File: src/hdl/ptbu_pkg.sv
// Package: shared types and constants for the packed ten-bit line unpacker.
package ptbu_pkg;

    // Configuration register width and indexes
    localparam int CFG_W = 11;

    typedef enum logic [0:0] {
        CFG_LINE_WIDTH   = 1'b0,
        CFG_FRAME_HEIGHT = 1'b1
    } cfg_index_t;

    localparam logic [CFG_W-1:0] LINE_WIDTH_RESET   = 11'd640;
    localparam logic [CFG_W-1:0] FRAME_HEIGHT_RESET = 11'd512;
    localparam logic [CFG_W-1:0] MIN_LINE_WIDTH     = 11'd4;
    localparam logic [CFG_W-1:0] MIN_FRAME_HEIGHT   = 11'd1;

    // Bit store geometry
    localparam int STORE_W = 18;
    localparam int HELD_W  = 5;
    localparam int VALUE_W = 10;
    localparam int BYTE_W  = 8;

    localparam logic [HELD_W-1:0] BYTE_BITS  = 5'd8;
    localparam logic [HELD_W-1:0] VALUE_BITS = 5'd10;

    // Number of sync values that open each line
    localparam int SYNC_VALUES = 2;

    typedef struct packed {
        logic [7:0] data_byte;
        logic       first_byte;
    } in_word_t;

    typedef struct packed {
        logic [7:0] pixel;
        logic       line_end;
        logic       frame_end;
    } out_word_t;

endpackage

File: src/hdl/packed_ten_bit_line_unpacker.sv
// Top level: unpacks a stream of bytes holding packed 10-bit values into 8-bit pixels.
// A pixel is formed from the input register word, then held in the result register.
// Throughput: one byte per cycle when not stalled; bit store update is a single pass.
// An input register and a result register part the two sides of the block.
// Reset: clears the bit store and counters, loads line_width 640 and frame_height 512,
// and waits for a byte marked first_byte before any pixel is produced.
module packed_ten_bit_line_unpacker
    import ptbu_pkg::*;
#(
    parameter int MAX_WIDTH  = 1024,
    parameter int MAX_HEIGHT = 1024
)
(
    input  logic             clk,
    input  logic             rst_n,
    // Configuration port
    input  logic             cfg_we,
    input  cfg_index_t       cfg_index,
    input  logic [CFG_W-1:0] cfg_data,
    // Byte channel
    input  logic             byte_valid,
    output logic             byte_stall,
    input  in_word_t         byte_data,
    // Pixel channel
    output logic             pixel_valid,
    input  logic             pixel_stall,
    output out_word_t        pixel_data
);

    localparam int VIL_W = $clog2(MAX_WIDTH + SYNC_VALUES);
    localparam int LC_W  = (MAX_HEIGHT > 1) ? $clog2(MAX_HEIGHT) : 1;
    localparam int MW_B  = $clog2(MAX_WIDTH + 1);
    localparam int MH_B  = $clog2(MAX_HEIGHT + 1);
    localparam int WCMP_W = ((VIL_W > CFG_W) ? VIL_W : CFG_W) + ((MW_B > CFG_W) ? MW_B : 0) + 2;
    localparam int HCMP_W = ((LC_W > CFG_W) ? LC_W : CFG_W) + ((MH_B > CFG_W) ? MH_B : 0) + 2;
    localparam logic [WCMP_W-1:0] MAX_W_C = WCMP_W'(MAX_WIDTH);
    localparam logic [HCMP_W-1:0] MAX_H_C = HCMP_W'(MAX_HEIGHT);

    // Configuration registers
    logic [CFG_W-1:0] line_width_reg;
    logic [CFG_W-1:0] frame_height_reg;

    // Input register
    logic     s1_valid_reg;
    in_word_t s1_word_reg;

    // Unpacker state
    logic [STORE_W-1:0] bit_store_reg,     bit_store_next;
    logic [HELD_W-1:0]  bits_held_reg,     bits_held_next;
    logic [VIL_W-1:0]   value_in_line_reg, value_in_line_next;
    logic [LC_W-1:0]    line_count_reg,    line_count_next;
    logic               frame_over_reg,    frame_over_next;

    // Result register
    logic      out_valid_reg;
    out_word_t out_word_reg;

    logic      out_free;
    logic      s1_advance;
    logic      result_hit;
    out_word_t result_word;

    // Working values of the single pass
    logic [STORE_W-1:0] store0, store1, store_mask;
    logic [HELD_W-1:0]  held0, held1, held2, shift_amt;
    logic [VIL_W-1:0]   vil0;
    logic [LC_W-1:0]    lc0;
    logic               over0;
    logic [STORE_W-1:0] shifted;
    logic [VALUE_W-1:0] value;
    logic [WCMP_W-1:0]  width_raw, width_c;
    logic [HCMP_W-1:0]  height_raw, height_c;
    logic               is_line_end;

    // Handshake: result register takes a new word when empty or drained
    assign out_free    = !out_valid_reg || !pixel_stall;
    assign s1_advance  = s1_valid_reg && out_free;
    assign byte_stall  = s1_valid_reg && !out_free;
    assign pixel_valid = out_valid_reg;
    assign pixel_data  = out_word_reg;

    // Clamp configuration to the supported range
    assign width_raw  = WCMP_W'(line_width_reg);
    assign height_raw = HCMP_W'(frame_height_reg);

    always_comb
    begin
        if (width_raw < WCMP_W'(MIN_LINE_WIDTH))
            width_c = WCMP_W'(MIN_LINE_WIDTH);
        else if (width_raw > MAX_W_C)
            width_c = MAX_W_C;
        else
            width_c = width_raw;

        if (height_raw < HCMP_W'(MIN_FRAME_HEIGHT))
            height_c = HCMP_W'(MIN_FRAME_HEIGHT);
        else if (height_raw > MAX_H_C)
            height_c = MAX_H_C;
        else
            height_c = height_raw;
    end

    // Unpack one byte: shift in, extract a value, count position
    always_comb
    begin
        // Restart position on a first byte
        if (s1_word_reg.first_byte)
        begin
            store0 = '0;
            held0  = '0;
            vil0   = '0;
            lc0    = '0;
            over0  = 1'b0;
        end
        else
        begin
            store0 = bit_store_reg;
            held0  = bits_held_reg;
            vil0   = value_in_line_reg;
            lc0    = line_count_reg;
            over0  = frame_over_reg;
        end

        store1     = {store0[STORE_W-BYTE_W-1:0], s1_word_reg.data_byte};
        held1      = held0 + BYTE_BITS;
        held2      = held1 - VALUE_BITS;
        shift_amt  = held2;
        shifted    = store1 >> shift_amt;
        value      = shifted[VALUE_W-1:0];
        store_mask = ~({STORE_W{1'b1}} << held2);

        bit_store_next     = store0;
        bits_held_next     = held0;
        value_in_line_next = vil0;
        line_count_next    = lc0;
        frame_over_next    = over0;
        result_hit         = 1'b0;
        is_line_end        = 1'b0;
        result_word        = '{pixel: value[VALUE_W-1:2], line_end: 1'b0, frame_end: 1'b0};

        if (!over0)
        begin
            if (held1 < VALUE_BITS)
            begin
                bit_store_next = store1;
                bits_held_next = held1;
            end
            else
            begin
                bit_store_next = store1 & store_mask;
                bits_held_next = held2;
                if (vil0 < VIL_W'(SYNC_VALUES))
                begin
                    // Drop a sync value
                    value_in_line_next = vil0 + VIL_W'(1);
                end
                else
                begin
                    result_hit  = 1'b1;
                    is_line_end = WCMP_W'(vil0) >= width_c + WCMP_W'(SYNC_VALUES - 1);
                    result_word.line_end = is_line_end;
                    if (is_line_end)
                    begin
                        value_in_line_next = '0;
                        if (HCMP_W'(lc0) + HCMP_W'(1) >= height_c)
                        begin
                            // Close the frame and drop leftover bits
                            result_word.frame_end = 1'b1;
                            frame_over_next       = 1'b1;
                            bit_store_next        = '0;
                            bits_held_next        = '0;
                            line_count_next       = '0;
                        end
                        else
                        begin
                            line_count_next = lc0 + LC_W'(1);
                        end
                    end
                    else
                    begin
                        value_in_line_next = vil0 + VIL_W'(1);
                    end
                end
            end
        end
    end

    // Configuration writes
    always_ff @(posedge clk or negedge rst_n)
    begin
        if (!rst_n)
        begin
            line_width_reg   <= LINE_WIDTH_RESET;
            frame_height_reg <= FRAME_HEIGHT_RESET;
        end
        else if (cfg_we)
        begin
            unique case (cfg_index)
                CFG_LINE_WIDTH:   line_width_reg   <= cfg_data;
                CFG_FRAME_HEIGHT: frame_height_reg <= cfg_data;
                default:          ;
            endcase
        end
    end

    // Input register: hold while stalled
    always_ff @(posedge clk or negedge rst_n)
    begin
        if (!rst_n)
            s1_valid_reg <= 1'b0;
        else if (!byte_stall)
            s1_valid_reg <= byte_valid;
    end

    always_ff @(posedge clk)
    begin
        if (byte_valid && !byte_stall)
            s1_word_reg <= byte_data;
    end

    // Unpacker state: advance once per processed byte
    always_ff @(posedge clk or negedge rst_n)
    begin
        if (!rst_n)
        begin
            bit_store_reg     <= '0;
            bits_held_reg     <= '0;
            value_in_line_reg <= '0;
            line_count_reg    <= '0;
            frame_over_reg    <= 1'b1;
        end
        else if (s1_advance)
        begin
            bit_store_reg     <= bit_store_next;
            bits_held_reg     <= bits_held_next;
            value_in_line_reg <= value_in_line_next;
            line_count_reg    <= line_count_next;
            frame_over_reg    <= frame_over_next;
        end
    end

    // Result register: load a pixel, drop it once taken
    always_ff @(posedge clk or negedge rst_n)
    begin
        if (!rst_n)
            out_valid_reg <= 1'b0;
        else if (out_free)
            out_valid_reg <= s1_advance && result_hit;
    end

    always_ff @(posedge clk)
    begin
        if (s1_advance && result_hit)
            out_word_reg <= result_word;
    end

    // Checks on the unpacker logic
    a_frame_end_on_line_end: assert property (@(posedge clk) disable iff (!rst_n)
        pixel_valid |-> (!pixel_data.frame_end || pixel_data.line_end))
        else $error("frame_end without line_end");

    a_held_below_value: assert property (@(posedge clk) disable iff (!rst_n)
        bits_held_reg < VALUE_BITS)
        else $error("bit store holds a full value");

    a_store_within_held: assert property (@(posedge clk) disable iff (!rst_n)
        (bit_store_reg >> bits_held_reg) == '0)
        else $error("bit store has bits above the held count");

    a_idle_position_clear: assert property (@(posedge clk) disable iff (!rst_n)
        frame_over_reg |-> (bits_held_reg == '0 && value_in_line_reg == '0
                            && line_count_reg == '0))
        else $error("position not cleared while waiting for a first byte");

endmodule
File: config.mk
export PLATFORM = sky130hd
export DESIGN_NAME = packed_ten_bit_line_unpacker
export DESIGN_NICKNAME = d
export VERILOG_FILES = /design/src/hdl/ptbu_pkg.sv /design/src/hdl/packed_ten_bit_line_unpacker.sv
export SDC_FILE = /design/constraint.sdc
export NUM_CORES = 1
export LEC_CHECK = 0
export ABC_AREA = 1
export BUFFER_PORTS_ARGS = -buffer_cell sky130_fd_sc_hd__clkbuf_2
export CAP_MARGIN = 20
export CORE_ASPECT_RATIO = 1.25
export CORE_MARGIN = 5
export CORE_UTILIZATION = 26
export CTS_CLUSTER_SIZE = 40
export DETAILED_ROUTE_END_ITERATION = 10
export HOLD_SLACK_MARGIN = 0.12
export PLACE_DENSITY = 0.38
export RECOVER_POWER = 100
export SLEW_MARGIN = 30
export SYNTH_ARGS = -nofsm -noshare
export SYNTH_HDL_FRONTEND = slang
export SYNTH_SLANG_ARGS = --single-unit
export TNS_END_PERCENT = 1
File: constraint.sdc
create_clock -name clk -period 9.14 [get_ports clk]
set_clock_uncertainty 0.1 [all_clocks]
set_input_delay 1.828 -clock clk [delete_from_list [all_inputs] [get_ports clk]]
set_output_delay 1.828 -clock clk [all_outputs]
set_load 0.05 [all_outputs]
### Yosys cells after proc, flatten, opt, wreduce, memory -nomap -nowiden

Cells that the tools add are included.
W data, S select, Z words.

* bitwise operators: 3
* shift operators: 2
* magnitude comparators: 8
* mux-type cells: 36
* add/subtract/negate cells: 6
* reduce and logical (&&, ||, !) cells: 12

Operator list (count)
* $mux W10: 12
* $mux W11: 7
* $mux W5: 6
* $ge A11 B13 Y1: 2
* $mux W13: 2
* $gt A11 B11 Y1 const B: 2
* $shl A18 B5 Y10 const A: 1
* $shr A18 B5 Y10: 1
* $add A13 B1 Y13 const B: 1
* $add A10 B1 Y11 const B: 1
* $add A11 B1 Y11 const B: 1
* $lt A11 B1 Y1 const B: 1
* $lt A11 B2 Y1 const B: 1
* $lt A11 B3 Y1 const B: 1
* $add A10 B1 Y10 const B: 1
* $and A10 B10 Y10: 1
* $not A10 Y10: 1
* $mux W1: 9
* $add A5 B4 Y5 const B: 1
* $lt A5 B4 Y1 const B: 1
* $sub A5 B4 Y5 const B: 1
* $logic_and A1 B1 Y1: 4
* $logic_not A1 Y1: 4
* $reduce_and A2 Y1: 2
* other kinds (3): 3

* word-level logic and storage cells: 81
* register bits after elaboration: 80
* output and inout bits: 12

### Depth between registers and ports, before layout

* depth in word-level cells: 11
* gate-level depth with buffers: 23

### Worst setup path after synthesis

OpenSTA, ideal clock, no wires.

* kind: input -> output
* from: in pixel_stall
* to: out byte_stall
* cell stages on the path: 2
* slack: 4.630 ns
* arrival: 2.582 ns
* data required time: 7.212 ns
* cell sequence: nand2_1 > nor2_1

* word-level cells in the longest chain between the ends: 4

RTL lines
* from (decl): RTL line packed_ten_bit_line_unpacker.sv:26 `input logic pixel_stall,`
* $logic_not A1 Y1: RTL line packed_ten_bit_line_unpacker.sv:76 `assign out_free = !out_valid_reg || !pixel_stall;`
* $logic_or A1 B1 Y1: RTL line packed_ten_bit_line_unpacker.sv:76
* $logic_not A1 Y1: RTL line packed_ten_bit_line_unpacker.sv:78 `assign byte_stall = s1_valid_reg && !out_free;`
* $logic_and A1 B1 Y1: RTL line packed_ten_bit_line_unpacker.sv:78
* to (decl): RTL line packed_ten_bit_line_unpacker.sv:22 `output logic byte_stall,`

No other way between the ends.

### Worst setup path in the final report

* from: reg s1_word_reg[0] (netlist name)
* to: reg out_word_reg, in the netlist pixel_data[2] (data pin)

* word-level cells in the longest chain between the ends: 4
* elaborated cells on any way between the ends: 5

RTL lines
* from (decl): RTL line packed_ten_bit_line_unpacker.sv:45 `in_word_t s1_word_reg;`
* from (signal assigned): RTL line packed_ten_bit_line_unpacker.sv:218 `s1_word_reg <= byte_data;`
* $mux W5: RTL line packed_ten_bit_line_unpacker.sv:107 `if (s1_word_reg.first_byte)`
* $add A5 B4 Y5: RTL line packed_ten_bit_line_unpacker.sv:125 `held1 = held0 + BYTE_BITS;`
* $sub A5 B4 Y5: RTL line packed_ten_bit_line_unpacker.sv:126 `held2 = held1 - VALUE_BITS;`
* $shr A18 B5 Y10 (*): RTL line packed_ten_bit_line_unpacker.sv:128 `shifted = store1 >> shift_amt;`
* to (signal assigned): RTL line packed_ten_bit_line_unpacker.sv:254 `out_word_reg <= result_word;`
* to (decl): RTL line packed_ten_bit_line_unpacker.sv:56 `out_word_t out_word_reg;`

Mark *: on every way between the ends. The rest lies on a longest branch, timed or not.
A chain may end at the register's enable or synchronous reset.

==> implementation parameters <==
Parameter                              Value

STA
  Final period demand of the worst path    slightly below 6 ns
  Final worst path period share    a little over three fifths
  Relative slew slack    -148.1%
  Final-report setup violation count    0
  Minimum setup slack in the final design    roughly 3.4 ns
  Fin. Hold Viols    0
  Peak clock frequency supported by timing    approximately 0.17 GHz
  Post-route worst hold slack    0.3823 ns
  Unrepaired setup endpoints after global routing    false
  Worst slew pin tran    between 3 and 4 ns
  Final Max Tran Viols    62
  Final TNS setup    0 ns

Global routing
  Number of global-route vias before repair    about 5.8k
  Overall overflow remaining after global route    0
  Largest net degree at the start of global routing    a little over 60
  Initial antenna violation count    0
  First-pass GRT wire length    slightly below 30000 um
  Global Route Usage Sum    between 10% and 20%

Placed design
  Placer Congestion    between 0.7 and 0.8
  Cell Area, Placed    approximately 6300 um2
  Post-detail-place hpwl    around 13000 um
  Quantity of I/O buffers inserted on ports    37
  Setup slack at placement    roughly 4.8 ns

Setup path
  Startpoint kind of the worst setup timing path    register
  Reg-to-reg slack, setup    ~3.4 ns
  Class of the most critical setup path    reg -> reg
  Critical path arrival    5.77 ns
  R2r endpoint    pixel_data[2]$_SDFFCE_PN0P_
  Critical-path maximum fanout    23
  Reg2Reg Launch Point    s1_word_reg[0]$_DFFE_PP_
  Count of cells along the worst register-to-register path    10
  Setup crit end kind    register
  Data required, critical path    9.12 ns

Pwr
  Clock share of power    about a fifth
  Total power density per cell area    between 200 and 300 nW/um2
  Flop pwr share    30.7%
  Static power due to leakage    3.341 nW
  Maximum ir drop on the vdd rail    0.0001080 V
  Proportion of power drawn by combinational gates    49.4%
  Net switching component of the power    around 0.00090 W
  Fraction of power spent switching nets    between 40 and 50%
  Internal power    ~0.00092 W

Route
  DRC Markers    0
  Total via count in the routed design    ~5.5k
  Number of search-and-repair iterations in the first detailed-routing pass    6
  Antenna viol nets, final    0
  Number of violations reported at the end of detailed-routing iteration 0    just over 300
  Per-cell routed wire length    approximately 15 um
  Total routed wirelength    17660 um
  Number of vias per cell    ~4.6

Min path
  Path category of the worst min-delay check    reg -> reg
  Worst min-delay path endpoint    line_count_reg[2]$_DFFE_PN0P_
  Number of cells on the worst hold path    2
  Startpoint of the tightest hold check path    line_count_reg[2]$_DFFE_PN0P_

Cells and area
  Fraction of final layout cells sized beyond drive strength 1    ~6.8%
  Most common library cell in the layout ignoring fill and taps    sky130_fd_sc_hd__nand2_1
  Highest-count cells in the layout ignoring fill and taps    sky130_fd_sc_hd__nand2_1, sky130_fd_sc_hd__inv_1, sky130_fd_sc_hd__nor2_1
  Core occupancy in the finished layout    just under 30%
  Area of the multi-input gates    between 3000 and 4000 um2
  FF+latch area    around 2100 um2
  Total number of nets in the final design    ~950
  Final antenna diode count    0
  Fill cell total of the finished layout    about 2.5k
  Non-Filler Cell Area, Final    roughly 6600 um2
  Area Growth Syn to Fin    10.93%

Die
  Count of boundary I/O pins    38
  Die area    roughly 26000 um2
  Core Box Area    22360 um2
  Die Span Y    about 180 um
  Die extent in x    about 140 um
  Standard-cell row count    about 60
  Effective utilization at floorplan    26.43%

Clock tree
  Insertion delay to the later sink of the worst-skew pair    about 0.34 ns
  Hold-fix buffers, CTS    0
  CTS Root Buffer Type    sky130_fd_sc_hd__clkbuf_16
  Total CTS buffers    9
  CTS resizes    0
  Sinks on Clock Net    80
  Maximum level of the CTS H-tree    3
  Max Buffers Root-to-Sink    2
  Number of buffers added for setup after CTS    0
  TritonCTS clock tree    yes
  Post-CTS clock slew at the launch and capture registers of the worst setup and hold paths    0.07 ns

Yosys
  Net count of the mapped netlist    between 900 and 1k
  Post-synthesis instance total    between 800 and 900
  Warnings from Yosys    0
  Post-Synthesis Mean Instance Area    6.761 um2
  Post-synthesis cell type count    42
  Leading cell types by total area after synthesis    sky130_fd_sc_hd__dfrtp_1, sky130_fd_sc_hd__nand2_1, sky130_fd_sc_hd__edfxtp_1
  Post-synth top area share    about a quarter
  Sequential share of the synthesized area    around 36%
  Cell type with the highest aggregate area in the netlist    sky130_fd_sc_hd__dfrtp_1
  Number of register bits inferred by synthesis    80
  Mapped Area    about 6000 um2

Run status
  Violations in the final reports    max-capacitance violations, max-slew violations
  Run status    finished, violations left

Flow run
  Max_cap viols    1
-- cells by family after synthesis --
logic type	count (synthesis)	synth area share [%]
multiplexers	1	0.1694
AO/OA/AOI/OAI	140	12.64
flip-flops	80	35.57
AND/OR/NAND/NOR	441	31.72
buffers and inverters	170	11.71
adder cells (fa/ha/maj)	29	6.140
XOR/XNOR	13	2.054
-- layout make-up --
cell class | count | share of cell area (%)
Timing Repair Buffer | 41 | 2.920
Inverter | 142 | 8.150
Sequential cell | 80 | 32.07
Tap cell | 283 | 5.402
Clock inverter | 7 | 0.9162
Multi-Input combinational cell | 624 | 47.11
Clock buffer | 9 | 3.436
-- power by group through the flow --
| stage | combinational, W | sequential, W | clock [W] |
|---|---|---|---|
| floorplan | 0.000657 | 0.000587 | 0 |
| CTS | 0.000930 | 0.000563 | 0.000374 |
| global placement | 0.000943 | 0.000571 | 0 |
| finish | 0.000898 | 0.000559 | 0.000362 |
| detailed placement | 0.000928 | 0.000569 | 0 |
| global route | 0.00104 | 0.000577 | 0.000383 |
-- per-stage QoR --
stage / std cells / power [W]
after CTS: 1186 / 0.001867
after detailed placement: 1170 / 0.001497
final: 1186 / 0.001818
after global routing: 1186 / 0.001998
after global placement: 1170 / 0.001513
after floorplan: 874 / 0.001244
-- per-layer routing --
| layer | wire length, um | vias up | share of wire (%) | GRT usage [%] |
|---|---|---|---|---|
| met5 | 0 | - | 0 | 0 |
| met4 | 332 | 0 | 1.9 | 4.510 |
| met3 | 361 | 19 | 2.0 | 1.984 |
| met2 | 9342 | 65 | 53 | 26.85 |
| met1 | 7625 | 2540 | 43 | 16.83 |
| li1 | - | 2855 | - | - |
-- cell usage after synthesis (all sizes together) --
cell,count
buf,15
o211ai,4
or2,1
nand3b,2
mux2i,1
dfstp,4
a21oi,49
a21boi,2
nor4,2
o22ai,9
xnor2,4
o21ai,66
nor2,90
nor3b,1
nand4,19
clkinv,2
nand2,256
clkbuf,13
nor3,10
ha,29
and3,2
inv,140
a21o,1
o21bai,1
nand3,58
a22oi,4
a31oi,4
dfrtp,57
edfxtp,19
xor2,9
-- worst max path at each step --
stage                                   from                     endpoint  slack (ns)  depth (start not counted)
finish              s1_word_reg[0]$_DFFE_PP_  pixel_data[2]$_SDFFCE_PN0P_        3.35                         10
global route        s1_word_reg[0]$_DFFE_PP_  pixel_data[2]$_SDFFCE_PN0P_        2.79                         10
CTS                              pixel_stall                   byte_stall        4.81                          4
detailed placement               pixel_stall                   byte_stall        4.81                          4
global placement                 pixel_stall                   byte_stall        4.82                          4
floorplan                        pixel_stall                   byte_stall        4.63                          2
-- worst max-delay path, stage by stage, from the launching register on --
cell and delay (ns):
sky130_fd_sc_hd__edfxtp_1 0.33, sky130_fd_sc_hd__clkbuf_1 0.78, sky130_fd_sc_hd__clkinvlp_2 1.19, sky130_fd_sc_hd__nand2_1 0.87, sky130_fd_sc_hd__ha_1 0.30, sky130_fd_sc_hd__xor2_1 0.93, sky130_fd_sc_hd__inv_1 0.39, sky130_fd_sc_hd__nand2_1 0.16
sky130_fd_sc_hd__inv_1 0.08, sky130_fd_sc_hd__a22oi_1 0.26, sky130_fd_sc_hd__a21oi_1 0.13
(Power assumes the default switching activity.)
